==> src/hdl/cmsb_pkg.sv <==
package cmsb_pkg;

    // default sizes of the presence map and entry capacity
    localparam int DEF_MAX_ROWS    = 16;
    localparam int DEF_MAX_COLS    = 16;
    localparam int DEF_MAX_ENTRIES = 32;

    // field widths
    localparam int COORD_W  = 4;
    localparam int CFG_W    = 5;
    localparam int CFG_IDX_W = 1;
    localparam int POS_W    = 5;
    localparam int VALUE_W  = 6;
    localparam int TOTAL_W  = 6;

    // configuration register indexes
    localparam logic [CFG_IDX_W-1:0] REG_ROW_COUNT    = 1'b0;
    localparam logic [CFG_IDX_W-1:0] REG_COLUMN_COUNT = 1'b1;

    // configuration reset values
    localparam logic [CFG_W-1:0] ROW_COUNT_RST    = 5'd16;
    localparam logic [CFG_W-1:0] COLUMN_COUNT_RST = 5'd16;

    // result kinds
    localparam logic ITEM_ROW = 1'b0;
    localparam logic ITEM_COL = 1'b1;

    // input transaction
    typedef struct packed {
        logic               entry_valid;
        logic [COORD_W-1:0] entry_row;
        logic [COORD_W-1:0] entry_column;
        logic               final_entry;
    } entry_t;

    // result transaction
    typedef struct packed {
        logic               item_kind;
        logic [POS_W-1:0]   position;
        logic [VALUE_W-1:0] value;
        logic               diagonal_present;
        logic [TOTAL_W-1:0] total_entries;
        logic               dropped;
        logic               last;
    } result_t;

    // controller states
    typedef enum logic [1:0] {
        ST_IDLE,
        ST_ROW_ITEM,
        ST_ROW_SCAN,
        ST_COL_SCAN
    } state_t;

    // controller to datapath commands
    typedef struct packed {
        logic insert;
        logic walk_init;
        logic emit_row;
        logic row_step;
        logic col_init;
        logic col_step;
        logic emit_col;
        logic clear;
    } cmd_t;

    // datapath to controller status
    typedef struct packed {
        logic load_ok;
        logic row_at_end;
        logic col_at_end;
        logic no_cols;
        logic hit;
        logic slot_last;
    } sts_t;

endpackage

==> src/hdl/coordinate_to_msr_sparsity_builder_unit.sv <==
// coordinate to modified-sparse-row builder
//
// request channel (req_valid / req_stall / req_data): one coordinate per
// transaction, any order, repeats allowed. while no emission runs, a
// transaction is taken every cycle and marks its bit in the presence map.
// a transaction with final_entry set ends the set; req_stall then stays
// high until the whole structure has been handed to the response register.
// response channel (rsp_valid / rsp_stall / rsp_data): row items 0..R first,
// then the off-diagonal column indices in row-major order; last marks the end.
// the first row item is loaded in the row-item state that follows the final
// transaction, once the output register is free. the emission walks the map
// one cell per cycle in two passes, but holds while a result is due and the
// output register is full. a stalled response holds in the output register and
// the walk waits on it; the next request may be taken while the last response
// still waits. the user must write configuration (cfg_we / cfg_index /
// cfg_wdata) only while idle; the block does not enforce it. reset clears the
// map, the entry count and the drop flag at once, and sets both counts to 16.
module coordinate_to_msr_sparsity_builder_unit #(
    parameter int MAX_ROWS    = cmsb_pkg::DEF_MAX_ROWS,
    parameter int MAX_COLS    = cmsb_pkg::DEF_MAX_COLS,
    parameter int MAX_ENTRIES = cmsb_pkg::DEF_MAX_ENTRIES
) (
    input  logic                           clk,
    input  logic                           rst_n,
    input  logic                           cfg_we,
    input  logic [cmsb_pkg::CFG_IDX_W-1:0] cfg_index,
    input  logic [cmsb_pkg::CFG_W-1:0]     cfg_wdata,
    input  logic                           req_valid,
    output logic                           req_stall,
    input  cmsb_pkg::entry_t               req_data,
    output logic                           rsp_valid,
    input  logic                           rsp_stall,
    output cmsb_pkg::result_t              rsp_data
);

    cmsb_pkg::cmd_t cmd;
    cmsb_pkg::sts_t sts;

    // sequencing
    cmsb_ctrl u_ctrl (
        .clk         (clk),
        .rst_n       (rst_n),
        .req_valid   (req_valid),
        .final_entry (req_data.final_entry),
        .req_stall   (req_stall),
        .sts         (sts),
        .cmd         (cmd)
    );

    // map, counters and output register
    cmsb_datapath #(
        .MAX_ROWS    (MAX_ROWS),
        .MAX_COLS    (MAX_COLS),
        .MAX_ENTRIES (MAX_ENTRIES)
    ) u_datapath (
        .clk       (clk),
        .rst_n     (rst_n),
        .cfg_we    (cfg_we),
        .cfg_index (cfg_index),
        .cfg_wdata (cfg_wdata),
        .req_data  (req_data),
        .cmd       (cmd),
        .sts       (sts),
        .rsp_stall (rsp_stall),
        .rsp_valid (rsp_valid),
        .rsp_data  (rsp_data)
    );

endmodule

==> src/hdl/cmsb_ctrl.sv <==
module cmsb_ctrl (
    input  logic            clk,
    input  logic            rst_n,
    input  logic            req_valid,
    input  logic            final_entry,
    output logic            req_stall,
    input  cmsb_pkg::sts_t  sts,
    output cmsb_pkg::cmd_t  cmd
);

    cmsb_pkg::state_t state_reg;
    cmsb_pkg::state_t state_next;

    // state register
    always_ff @(posedge clk or negedge rst_n)
    begin
        if (!rst_n)
        begin
            state_reg <= cmsb_pkg::ST_IDLE;
        end
        else
        begin
            state_reg <= state_next;
        end
    end

    // next state and commands
    always_comb
    begin
        state_next = state_reg;
        cmd        = '0;
        req_stall  = 1'b1;
        unique case (state_reg)
            cmsb_pkg::ST_IDLE:
            begin
                req_stall = 1'b0;
                if (req_valid)
                begin
                    cmd.insert = 1'b1;
                    if (final_entry)
                    begin
                        cmd.walk_init = 1'b1;
                        state_next    = cmsb_pkg::ST_ROW_ITEM;
                    end
                end
            end
            cmsb_pkg::ST_ROW_ITEM:
            begin
                if (sts.load_ok)
                begin
                    cmd.emit_row = 1'b1;
                    if (!sts.row_at_end)
                    begin
                        state_next = cmsb_pkg::ST_ROW_SCAN;
                    end
                    else if (sts.no_cols)
                    begin
                        cmd.clear  = 1'b1;
                        state_next = cmsb_pkg::ST_IDLE;
                    end
                    else
                    begin
                        cmd.col_init = 1'b1;
                        state_next   = cmsb_pkg::ST_COL_SCAN;
                    end
                end
            end
            cmsb_pkg::ST_ROW_SCAN:
            begin
                cmd.row_step = 1'b1;
                if (sts.col_at_end)
                begin
                    state_next = cmsb_pkg::ST_ROW_ITEM;
                end
            end
            cmsb_pkg::ST_COL_SCAN:
            begin
                // hold on a hit while the output register is full
                if (!sts.hit || sts.load_ok)
                begin
                    cmd.col_step = 1'b1;
                    cmd.emit_col = sts.hit;
                    if (sts.hit && sts.slot_last)
                    begin
                        cmd.clear  = 1'b1;
                        state_next = cmsb_pkg::ST_IDLE;
                    end
                end
            end
            default:
            begin
                state_next = cmsb_pkg::ST_IDLE;
            end
        endcase
    end

endmodule

==> src/hdl/cmsb_datapath.sv <==
module cmsb_datapath #(
    parameter int MAX_ROWS    = cmsb_pkg::DEF_MAX_ROWS,
    parameter int MAX_COLS    = cmsb_pkg::DEF_MAX_COLS,
    parameter int MAX_ENTRIES = cmsb_pkg::DEF_MAX_ENTRIES
) (
    input  logic                           clk,
    input  logic                           rst_n,
    input  logic                           cfg_we,
    input  logic [cmsb_pkg::CFG_IDX_W-1:0] cfg_index,
    input  logic [cmsb_pkg::CFG_W-1:0]     cfg_wdata,
    input  cmsb_pkg::entry_t               req_data,
    input  cmsb_pkg::cmd_t                 cmd,
    output cmsb_pkg::sts_t                 sts,
    input  logic                           rsp_stall,
    output logic                           rsp_valid,
    output cmsb_pkg::result_t              rsp_data
);

    localparam int RIDX_W = (MAX_ROWS > 1) ? $clog2(MAX_ROWS) : 1;
    localparam int CIDX_W = (MAX_COLS > 1) ? $clog2(MAX_COLS) : 1;
    localparam int ROW_W  = $clog2(MAX_ROWS + 1);
    localparam int COL_W  = $clog2(MAX_COLS + 1);
    localparam int CNT_W  = $clog2(MAX_ENTRIES + 1);

    logic [cmsb_pkg::CFG_W-1:0]          row_count_reg;
    logic [cmsb_pkg::CFG_W-1:0]          column_count_reg;
    logic [MAX_ROWS-1:0][MAX_COLS-1:0]   map_reg;
    logic [CNT_W-1:0]                    count_reg;
    logic                                drop_reg;
    logic [ROW_W-1:0]                    walk_row_reg;
    logic [CIDX_W-1:0]                   walk_col_reg;
    logic [CNT_W-1:0]                    offset_reg;
    logic [CNT_W-1:0]                    diag_cnt_reg;
    logic [CNT_W-1:0]                    slot_reg;
    logic                                rsp_valid_reg;
    cmsb_pkg::result_t                   rsp_data_reg;

    logic [ROW_W-1:0]  rows_used;
    logic [COL_W-1:0]  cols_used;
    logic [RIDX_W-1:0] ins_row;
    logic [CIDX_W-1:0] ins_col;
    logic              ins_in_range;
    logic              ins_bit;
    logic [RIDX_W-1:0] walk_ridx;
    logic              cur_bit;
    logic              on_diag;
    logic              row_diag;
    logic              load_ok;
    logic [CNT_W:0]    total_sum;

    // clamp the counts in use
    always_comb
    begin
        if (row_count_reg == '0)
        begin
            rows_used = ROW_W'(1);
        end
        else if (32'(row_count_reg) > MAX_ROWS)
        begin
            rows_used = ROW_W'(MAX_ROWS);
        end
        else
        begin
            rows_used = ROW_W'(row_count_reg);
        end

        if (column_count_reg == '0)
        begin
            cols_used = COL_W'(1);
        end
        else if (32'(column_count_reg) > MAX_COLS)
        begin
            cols_used = COL_W'(MAX_COLS);
        end
        else
        begin
            cols_used = COL_W'(column_count_reg);
        end
    end

    // incoming coordinate lookup
    assign ins_row      = RIDX_W'(req_data.entry_row);
    assign ins_col      = CIDX_W'(req_data.entry_column);
    assign ins_in_range = (32'(req_data.entry_row) < 32'(rows_used))
                       && (32'(req_data.entry_column) < 32'(cols_used));
    assign ins_bit      = map_reg[ins_row][ins_col];

    // walk cell lookup
    assign walk_ridx = walk_row_reg[RIDX_W-1:0];
    assign cur_bit   = map_reg[walk_ridx][walk_col_reg];
    assign on_diag   = (32'(walk_row_reg) == 32'(walk_col_reg));
    assign row_diag  = (32'(walk_row_reg) < 32'(rows_used))
                    && (32'(walk_row_reg) < 32'(cols_used))
                    && map_reg[walk_ridx][CIDX_W'(walk_row_reg)];

    assign load_ok   = !rsp_valid_reg || !rsp_stall;
    assign total_sum = {1'b0, offset_reg} + {1'b0, diag_cnt_reg};

    // status to controller
    always_comb
    begin
        sts.load_ok    = load_ok;
        sts.row_at_end = (walk_row_reg == rows_used);
        sts.col_at_end = (32'(walk_col_reg) + 32'd1 == 32'(cols_used));
        sts.no_cols    = (offset_reg == '0);
        sts.hit        = cur_bit && !on_diag;
        sts.slot_last  = (32'(slot_reg) + 32'd1 == 32'(offset_reg));
    end

    // configuration registers
    always_ff @(posedge clk or negedge rst_n)
    begin
        if (!rst_n)
        begin
            row_count_reg    <= cmsb_pkg::ROW_COUNT_RST;
            column_count_reg <= cmsb_pkg::COLUMN_COUNT_RST;
        end
        else if (cfg_we)
        begin
            unique case (cfg_index)
                cmsb_pkg::REG_ROW_COUNT:    row_count_reg    <= cfg_wdata;
                cmsb_pkg::REG_COLUMN_COUNT: column_count_reg <= cfg_wdata;
                default: ;
            endcase
        end
    end

    // presence map, distinct count and drop flag
    always_ff @(posedge clk or negedge rst_n)
    begin
        if (!rst_n)
        begin
            map_reg   <= '0;
            count_reg <= '0;
            drop_reg  <= 1'b0;
        end
        else if (cmd.clear)
        begin
            map_reg   <= '0;
            count_reg <= '0;
            drop_reg  <= 1'b0;
        end
        else if (cmd.insert && req_data.entry_valid)
        begin
            if (!ins_in_range)
            begin
                drop_reg <= 1'b1;
            end
            else if (!ins_bit)
            begin
                if (32'(count_reg) >= MAX_ENTRIES)
                begin
                    drop_reg <= 1'b1;
                end
                else
                begin
                    map_reg[ins_row][ins_col] <= 1'b1;
                    count_reg <= count_reg + CNT_W'(1);
                end
            end
        end
    end

    // walk counters and accumulators
    always_ff @(posedge clk or negedge rst_n)
    begin
        if (!rst_n)
        begin
            walk_row_reg <= '0;
            walk_col_reg <= '0;
            offset_reg   <= '0;
            diag_cnt_reg <= '0;
            slot_reg     <= '0;
        end
        else if (cmd.walk_init)
        begin
            walk_row_reg <= '0;
            walk_col_reg <= '0;
            offset_reg   <= '0;
            diag_cnt_reg <= '0;
            slot_reg     <= '0;
        end
        else if (cmd.col_init)
        begin
            walk_row_reg <= '0;
            walk_col_reg <= '0;
        end
        else if (cmd.row_step || cmd.col_step)
        begin
            if (cmd.row_step && cur_bit)
            begin
                if (on_diag)
                begin
                    diag_cnt_reg <= diag_cnt_reg + CNT_W'(1);
                end
                else
                begin
                    offset_reg <= offset_reg + CNT_W'(1);
                end
            end
            if (cmd.emit_col)
            begin
                slot_reg <= slot_reg + CNT_W'(1);
            end
            if (sts.col_at_end)
            begin
                walk_col_reg <= '0;
                walk_row_reg <= walk_row_reg + ROW_W'(1);
            end
            else
            begin
                walk_col_reg <= walk_col_reg + CIDX_W'(1);
            end
        end
    end

    // output register valid
    always_ff @(posedge clk or negedge rst_n)
    begin
        if (!rst_n)
        begin
            rsp_valid_reg <= 1'b0;
        end
        else if (cmd.emit_row || cmd.emit_col)
        begin
            rsp_valid_reg <= 1'b1;
        end
        else if (!rsp_stall)
        begin
            rsp_valid_reg <= 1'b0;
        end
    end

    // output register payload
    always_ff @(posedge clk)
    begin
        if (cmd.emit_row)
        begin
            rsp_data_reg.item_kind        <= cmsb_pkg::ITEM_ROW;
            rsp_data_reg.position         <= cmsb_pkg::POS_W'(walk_row_reg);
            rsp_data_reg.value            <= cmsb_pkg::VALUE_W'(offset_reg);
            rsp_data_reg.diagonal_present <= row_diag;
            rsp_data_reg.total_entries    <= sts.row_at_end
                                             ? cmsb_pkg::TOTAL_W'(total_sum) : '0;
            rsp_data_reg.dropped          <= drop_reg;
            rsp_data_reg.last             <= sts.row_at_end && sts.no_cols;
        end
        else if (cmd.emit_col)
        begin
            rsp_data_reg.item_kind        <= cmsb_pkg::ITEM_COL;
            rsp_data_reg.position         <= cmsb_pkg::POS_W'(slot_reg);
            rsp_data_reg.value            <= cmsb_pkg::VALUE_W'(walk_col_reg);
            rsp_data_reg.diagonal_present <= 1'b0;
            rsp_data_reg.total_entries    <= '0;
            rsp_data_reg.dropped          <= drop_reg;
            rsp_data_reg.last             <= sts.slot_last;
        end
    end

    assign rsp_valid = rsp_valid_reg;
    assign rsp_data  = rsp_data_reg;

endmodule

==> config.mk <==
export PLATFORM = sky130hd
export DESIGN_NAME = coordinate_to_msr_sparsity_builder_unit
export DESIGN_NICKNAME = d
export VERILOG_FILES = /design/src/hdl/cmsb_pkg.sv /design/src/hdl/coordinate_to_msr_sparsity_builder_unit.sv /design/src/hdl/cmsb_ctrl.sv /design/src/hdl/cmsb_datapath.sv
export SDC_FILE = /design/constraint.sdc
export NUM_CORES = 1
export LEC_CHECK = 0
export BUFFER_PORTS_ARGS = -buffer_cell sky130_fd_sc_hd__buf_4
export CORE_MARGIN = 2
export CORE_UTILIZATION = 45
export CTS_CLUSTER_SIZE = 10
export DETAILED_ROUTE_END_ITERATION = 10
export PLACE_DENSITY_LB_ADDON = 0.1
export SLEW_MARGIN = 5
export SYNTH_ARGS = -nofsm -noshare
export SYNTH_HDL_FRONTEND = slang
export SYNTH_SLANG_ARGS = --single-unit
==> constraint.sdc <==
create_clock -name clk -period 3.4 [get_ports clk]
set_input_delay 0.34 -clock clk [delete_from_list [all_inputs] [get_ports clk]]
set_output_delay 0.34 -clock clk [all_outputs]
set_load 0.1 [all_outputs]
Yosys cells after proc, flatten, opt, wreduce, memory -nomap -nowiden

Index checks and enable logic that the tools add are counted.

Output and inout bits: 23
Bits of input ports: 21
Register bits after elaboration: 324
Word-level logic and storage cells: 205

Eq/ne operators: 20
Bitwise logic cells: 2
Order comparisons: 13
Reductions and logical operators: 40
Mux-type cells: 87
Add/sub/neg operators: 9

Operators with widths:

| kind                | number |
|---|---|
| $mux 256            | 5 |
| $or 256x256->256    | 1 |
| $bmux 16 s4         | 2 |
| $mux 6              | 20 |
| $demux 16 s4        | 1 |
| $mux 16             | 3 |
| $mux 20             | 2 |
| $mux 5              | 8 |
| $eq 32x5->1         | 1 |
| $eq 32x6->1         | 1 |
| $add 6x1->6 const B | 4 |
| $mux 1              | 24 |
| $mux 2              | 11 |
| $lt 4x5->1 const B  | 4 |
| $mux 4              | 4 |
| $reduce_bool 2->1   | 7 |
| $bmux 1 s4          | 3 |
| $ne 2x2->1 const B  | 6 |
| $reduce_and 4->1    | 3 |
| $gt 5x5->1 const B  | 2 |
| $logic_and 1x1->1   | 10 |
| $logic_not 5->1     | 2 |
| $lt 4x5->1          | 2 |
| $lt 5x5->1          | 2 |
| other kinds (26)    | 43 |

Longest topological paths before layout

Depth after elaboration: 13
Gate-level depth with buffers: 17
Depth with buffers taken out: 11

Cells and area by module

A second synthesis with hierarchy kept.

Cell total of the unflattened synthesis: 1778
Area total of the unflattened synthesis: 19162.1 um^2

Modules (own cells, without submodules):

| module        | instances | area each (um^2) | seq. area each (um^2) | cells each |
|---|---|---|---|---|
| cmsb_datapath | 1         | 18959.4          | 8155.3                | 1748 |
| cmsb_ctrl     | 1         | 202.7            | 50.0                  | 30 |

Worst setup path after synthesis

No wires, ideal clock.

Kind: register to register
Start: register u_datapath.walk_row_reg[1]
End: register u_datapath.rsp_data_reg, in the netlist u_datapath.rsp_data[0], enable pin
Arrival: 3.195 ns
Setup time: 0.425 ns
Period minus slack after synthesis: 3.620 ns
Stages on the path, launching flop included: 15
Required time: 2.975 ns
Path buffers: 6
Path slack: -0.220 ns
Cells stage by stage: dfrtp_1 buf_4 buf_12 buf_12 buf_12 buf_12 mux2i_1 a22oi_1 nand2_1 a311oi_1 nand4_1 o22ai_2 buf_2 nand2_1 o21ai_0

Cells in the longest elaborated chain, start to end: 10
Elaborated cells between the ends (all ways): 12
Classes of those cells: 1 x eq/ne; 6 x mux; 5 x reduce/logical

Ends and longest elaborated chain:

| item                            | RTL line             | RTL |
|---|---|---|
| start: declaration              | cmsb_datapath.sv:30  | `logic [ROW_W-1:0] walk_row_reg;` |
| start signal: assignment        | cmsb_datapath.sv:208 | `walk_row_reg <= walk_row_reg + ROW_W'(1);` |
| $bmux 16 s4                     | cmsb_datapath.sv:90  | `assign cur_bit = map_reg[walk_ridx][walk_col_reg];` |
| $mux 16 (implied by the code)   | cmsb_datapath.sv:90  |  |
| $bmux 1 s4                      | cmsb_datapath.sv:90  |  |
| $mux 1 (implied by the code)    | cmsb_datapath.sv:90  |  |
| $logic_and 1x1->1 (*)           | cmsb_datapath.sv:106 | `sts.hit = cur_bit && !on_diag;` |
| $logic_not 1->1                 | cmsb_ctrl.sv:79      | `if (!sts.hit \|\| sts.load_ok)` |
| $logic_or 1x1->1                | cmsb_ctrl.sv:79      |  |
| $mux 3 (*)                      | cmsb_ctrl.sv:79      |  |
| $mux 2 (*)                      | cmsb_ctrl.sv:33      | `unique case (state_reg)` |
| $reduce_bool 2->1 (no line) (*) | --                   |  |
| end: declaration                | cmsb_datapath.sv:36  | `cmsb_pkg::result_t rsp_data_reg;` |

Every way passes the cells marked *; elsewhere a longest branch is shown, timed or not. The select of a mux whose other input is x is not followed.
A chain may end at the register's enable or synchronous reset.

Final worst setup path

Start: register u_datapath.walk_row_reg[2]
End: register u_datapath.offset_reg[4]

Cells in the longest elaborated chain, start to end: 12
Elaborated cells between the ends (all ways): 22
Classes of those cells: 4 x eq/ne; 9 x mux; 9 x reduce/logical

Ends and longest elaborated chain:

| item                           | RTL line             | RTL |
|---|---|---|
| $bmux 16 s4                    | cmsb_datapath.sv:90  |  |
| $mux 16 (implied by the code)  | cmsb_datapath.sv:90  |  |
| $bmux 1 s4                     | cmsb_datapath.sv:90  |  |
| $mux 1 (implied by the code)   | cmsb_datapath.sv:90  |  |
| $logic_and 1x1->1              | cmsb_datapath.sv:106 |  |
| $logic_not 1->1                | cmsb_ctrl.sv:79      |  |
| $logic_or 1x1->1               | cmsb_ctrl.sv:79      |  |
| $mux 3                         | cmsb_ctrl.sv:79      |  |
| $mux 2                         | cmsb_ctrl.sv:33      |  |
| $logic_or 1x1->1               | cmsb_datapath.sv:188 | `else if (cmd.row_step \|\| cmd.col_step)` |
| $reduce_bool 2->1 (no line)    | --                   |  |
| $reduce_and 4->1 (no line) (*) | --                   |  |
| end signal: assignment         | cmsb_datapath.sv:198 | `offset_reg <= offset_reg + CNT_W'(1);` |
| end: declaration               | cmsb_datapath.sv:32  | `logic [CNT_W-1:0] offset_reg;` |

Marks and branches as above.

==> metrics.txt <==
# TYPE chip_impl_metric gauge
chip_impl_info{name="outcome",value="finished, final reports clean"} 1
chip_impl_info{name="worstHoldEndpoint",value="u_datapath.row_count_reg[4]"} 1
chip_impl_metric{name="mappedNetlistArea",unit="um2"} 19000
chip_impl_metric{name="synth_seq_area_share",unit="%"} 43.3
chip_impl_info{name="timing.rr.start",value="u_datapath.walk_row_reg[2]"} 1
chip_impl_info{name="min_path_type",value="input port to flip-flop"} 1
chip_impl_info{name="crit_path_cell_trace",value="buf_4 -> buf_4 -> mux4_2 -> mux2_2 -> nor2_1 -> a41oi_1 -> o22ai_1 -> o22a_2 -> buf_4 -> buf_4 -> nor3_1 -> mux2i_1"} 1
chip_impl_metric{name="final_max_slew_viol_count",unit=""} 0
chip_impl_metric{name="areaGrowthSynthToFinish",unit="%"} 13.6
chip_impl_metric{name="start_util",unit="%"} 45.4
chip_impl_metric{name="timing.final.crit_period",unit="ns"} 3.28
chip_impl_info{name="post-synth-top-area-cell",value="sky130_fd_sc_hd__dfrtp_1"} 1
chip_impl_metric{name="ys_types",unit=""} 78
chip_impl_metric{name="timing_worst_slew_pin_value",unit="ns"} 0.872
chip_impl_metric{name="grt_pass1_wl",unit="mm"} 93.9
chip_impl_metric{name="vias_per_cell",unit=""} 6.43
chip_impl_metric{name="fin_nets",unit=""} 1925
chip_impl_metric{name="design.die.area",unit="um2"} 43800
chip_impl_metric{name="max-slew-margin-rel",unit="%"} 41.8
chip_impl_metric{name="largest_reg_flops",unit=""} 256
chip_impl_info{name="critical_path.endpoint_type",value="flip-flop"} 1
chip_impl_metric{name="path_clk_slew",unit="ns"} 0.06
chip_impl_metric{name="cell_row_count",unit=""} 75
chip_impl_metric{name="finish.instance_area",unit="um2"} 21500
chip_impl_metric{name="worst_path_largest_cell_delay",unit="ns"} 0.65
chip_impl_metric{name="num_vias",unit=""} 15700
chip_impl_metric{name="multiInputGateArea",unit="um2"} 9620
chip_impl_metric{name="holdPathStages",unit=""} 4
chip_impl_metric{name="vdd_drop_max",unit="mV"} 0.649
chip_impl_metric{name="yosys_top_cell_area_share",unit="%"} 39.7
chip_impl_metric{name="dpl_cell_area",unit="um2"} 20200
chip_impl_metric{name="grt_antenna_before_repair",unit=""} 1
chip_impl_metric{name="register_area",unit="um2"} 8210
chip_impl_metric{name="synthesis.instances",unit=""} 1836
chip_impl_info{name="post-synth-top-count-cell",value="sky130_fd_sc_hd__nor2_1"} 1
chip_impl_metric{name="critical_path.max_fanout",unit=""} 13
chip_impl_info{name="critical_path.top_delay_family",value="buffers and inverters"} 1
chip_impl_info{name="synthTopCellsByArea",value="sky130_fd_sc_hd__dfrtp_1 40%, sky130_fd_sc_hd__mux4_2 12%, sky130_fd_sc_hd__a31oi_1 8.7%"} 1
chip_impl_metric{name="layoutNonFillerInstCount",unit=""} 2437
chip_impl_metric{name="syn_nets",unit=""} 1886
chip_impl_info{name="startpoint_type",value="flip-flop"} 1
chip_impl_metric{name="die_h",unit="um"} 209
chip_impl_metric{name="io_buffers",unit=""} 43
chip_impl_metric{name="synth_warnings",unit=""} 0
chip_impl_metric{name="fraction_of_synthesis_flops_using_an_asynchronous_set_or_reset_pin",unit="%"} 93.5
chip_impl_metric{name="design.core.area",unit="um2"} 41800
chip_impl_info{name="ctsRootBufferMaster",value="sky130_fd_sc_hd__clkbuf_16"} 1
chip_impl_metric{name="num_io_pins",unit=""} 44
chip_impl_metric{name="cts_made_buffers",unit=""} 40
chip_impl_info{name="worst_path_max_delay_cell",value="sky130_fd_sc_hd__dfrtp_2"} 1
chip_impl_metric{name="synth-edff-count",unit=""} 20
chip_impl_metric{name="critical_path_required",unit="ns"} 3.87
chip_impl_metric{name="worst-endpoint-arrival",unit="ns"} 3.75
chip_impl_metric{name="grt_util_all_layers",unit="%"} 27.8
chip_impl_metric{name="place.detailed.instances",unit=""} 2364
chip_impl_metric{name="clock_tree.buffer_depth",unit=""} 3
chip_impl_metric{name="clock_sinks",unit=""} 324
chip_impl_metric{name="maxCapViolCount",unit=""} 0
chip_impl_metric{name="hold_ws",unit="ns"} 0.113
chip_impl_metric{name="post-dp-hpwl",unit="mm"} 40.3
chip_impl_metric{name="drt_pass1_iterations",unit=""} 5
chip_impl_metric{name="crit_cells",unit=""} 12
chip_impl_metric{name="htree_levels",unit=""} 2
chip_impl_metric{name="final.setup_skew",unit="ns"} 0.0299
chip_impl_metric{name="synth.ff_latch_count",unit=""} 324
chip_impl_metric{name="finalCritPeriodShare",unit="%"} 96.4
chip_impl_metric{name="antenna_viol_nets_final",unit=""} 0
chip_impl_metric{name="setup-tns-final",unit="ns"} 0
chip_impl_metric{name="final_hold_violation_count",unit=""} 0
chip_impl_info{name="worstSetupPathType",value="flip-flop to flip-flop"} 1
chip_impl_info{name="crit-reg2reg-capture",value="u_datapath.offset_reg[4]"} 1
chip_impl_metric{name="cp_num_buf_inv",unit=""} 4
chip_impl_metric{name="largest_net_degree_at_the_start_of_global_routing",unit=""} 85
chip_impl_metric{name="timing.fmax",unit="MHz"} 305
chip_impl_metric{name="timing.final.setup_violations",unit=""} 0
chip_impl_metric{name="clock_latency_at_the_later_pin_of_the_worst_skew_pair",unit="ns"} 0.58
chip_impl_metric{name="ff2ff_setup_slack",unit="ns"} 0.12
chip_impl_metric{name="cellLeakagePower",unit="nW"} 9.76
chip_impl_metric{name="rr_worst_depth",unit=""} 12
chip_impl_metric{name="die_span_x",unit="um"} 209
chip_impl_info{name="ys_dominant_reg_cell",value="sky130_fd_sc_hd__dfrtp_1"} 1
chip_impl_metric{name="residual_drc_count",unit=""} 0
chip_impl_info{name="synth_common_cells",value="368 x sky130_fd_sc_hd__nor2_1, 301 x sky130_fd_sc_hd__dfrtp_1, 263 x sky130_fd_sc_hd__a31oi_1"} 1
chip_impl_metric{name="drive_gt1_share",unit="%"} 19.7
chip_impl_metric{name="routed_wirelength",unit="mm"} 59.9
chip_impl_info{name="timing.hold.worst.start",value="cfg_index"} 1
chip_impl_info{name="critPathMostFrequentCell",value="sky130_fd_sc_hd__buf_4"} 1
chip_impl_metric{name="power_per_cell_area",unit="nW/um2"} 642
chip_impl_metric{name="detail_route.wl_per_cell",unit="um"} 24.6
chip_impl_metric{name="drt_iter0_drc",unit=""} 1678
chip_impl_info{name="tritoncts",value="built"} 1
chip_impl_metric{name="synth.avg_cell_area",unit="um2"} 10.3
chip_impl_metric{name="nFillCells",unit=""} 3728
chip_impl_metric{name="vias_in_the_first_global_route",unit=""} 15600
chip_impl_metric{name="antenna_diodes",unit=""} 0
chip_impl_metric{name="globalRoute.totalOverflow",unit=""} 0
chip_impl_metric{name="routabilityCongestion",unit=""} 0.889
per-layer routing:
layer  track usage (%)  share of wire (%)  vias up
met5                 0                  0        -
met4              9.29                3.0        0
met3              4.70                7.0      127
met2              43.9                 47      692
met1              39.0                 43     7935
li1                  -                  -     6905
stage by stage:
step	total power [mW]	utilization, %	worst slack (ns)
2_1_floorplan	8.01	-	0.218
3_3_place_gp	9.62	48.4	-0.182
3_5_place_dp	9.66	48.4	-0.152
4_1_cts	13.8	51.5	0.0467
5_1_grt	14.4	51.6	-0.0281
6_report	13.8	51.6	0.123
report_power, final:
group / switching (mW) / internal [mW] / total [mW]
Clock: 1.69 / 2.46 / 4.14
Sequential: 0.293 / 4.21 / 4.51
Combinational: 3.32 / 1.86 / 5.17
Total: 5.30 / 8.53 / 13.8
cell families (layout without fill, tap and decap cells):
logic type | count (synthesis) | after routing | synth area share [%]
simple gates | 602 | 602 | 13.9
compound gates | 426 | 426 | 14.8
flops | 324 | 324 | 43.3
mux | 231 | 231 | 19.0
buf+inv | 204 | 266 | 6.19
fa+ha+maj | 29 | 29 | 1.95
xor+xnor | 20 | 20 | 0.924
worst max-delay path by stage:
stage / endpoint / from
2_1_floorplan: u_datapath.rsp_data[0] / u_datapath.walk_row_reg[1]
3_3_place_gp: u_datapath.count_reg[1] / req_data[5]
3_5_place_dp: u_datapath.count_reg[1] / req_data[5]
4_1_cts: u_datapath.walk_col_reg[2] / u_datapath.walk_row_reg[1]
5_1_grt: u_datapath.offset_reg[4] / u_datapath.walk_row_reg[1]
6_report: u_datapath.offset_reg[4] / u_datapath.walk_row_reg[2]
placed cells by master (no fill, tap or decap), types with 26 or more instances in the layout:
| master | n |
|---|---|
| sky130_fd_sc_hd__mux4_2 | 100 |
| sky130_fd_sc_hd__mux2_2 | 30 |
| sky130_fd_sc_hd__dfrtp_1 | 298 |
| sky130_fd_sc_hd__a31oi_1 | 263 |
| sky130_fd_sc_hd__nand3_1 | 32 |
| sky130_fd_sc_hd__buf_4 | 140 |
| sky130_fd_sc_hd__nor2_1 | 367 |
| sky130_fd_sc_hd__buf_12 | 27 |
| sky130_fd_sc_hd__a21oi_1 | 29 |
| sky130_fd_sc_hd__nand2_1 | 85 |
| sky130_fd_sc_hd__ha_1 | 28 |
| sky130_fd_sc_hd__mux2i_1 | 101 |
| sky130_fd_sc_hd__a22oi_1 | 30 |
| sky130_fd_sc_hd__inv_1 | 26 |
| sky130_fd_sc_hd__clkbuf_16 | 42 |
what timing repair did:
item / in CTS / in global routing
gates cloned: 0 / 0
buffers inserted: 0 / 2
endpoints found under the hold margin: 86 / 0
hold buffers: 6 / 0
endpoints found under the setup margin: 238 / 181
gates resized for setup: 1 / 3
worst min-delay path: cells and delay by family:
family	cells	cell delay, ns
AND/OR/NAND/NOR	2	0.17
AO/OA/AOI/OAI	1	0.07
buffers and inverters	1	0.09
cell type report:
type,instances,share of cell area (%)
multi-input cells,1308,44.7
flip-flops and latches,324,38.1
repair buffers,175,7.87
clock buffers,63,5.53
clock inverters,2,0.215
well taps,539,3.13
inverters,26,0.453
No activity file was read; power rests on OpenSTA's default activity.
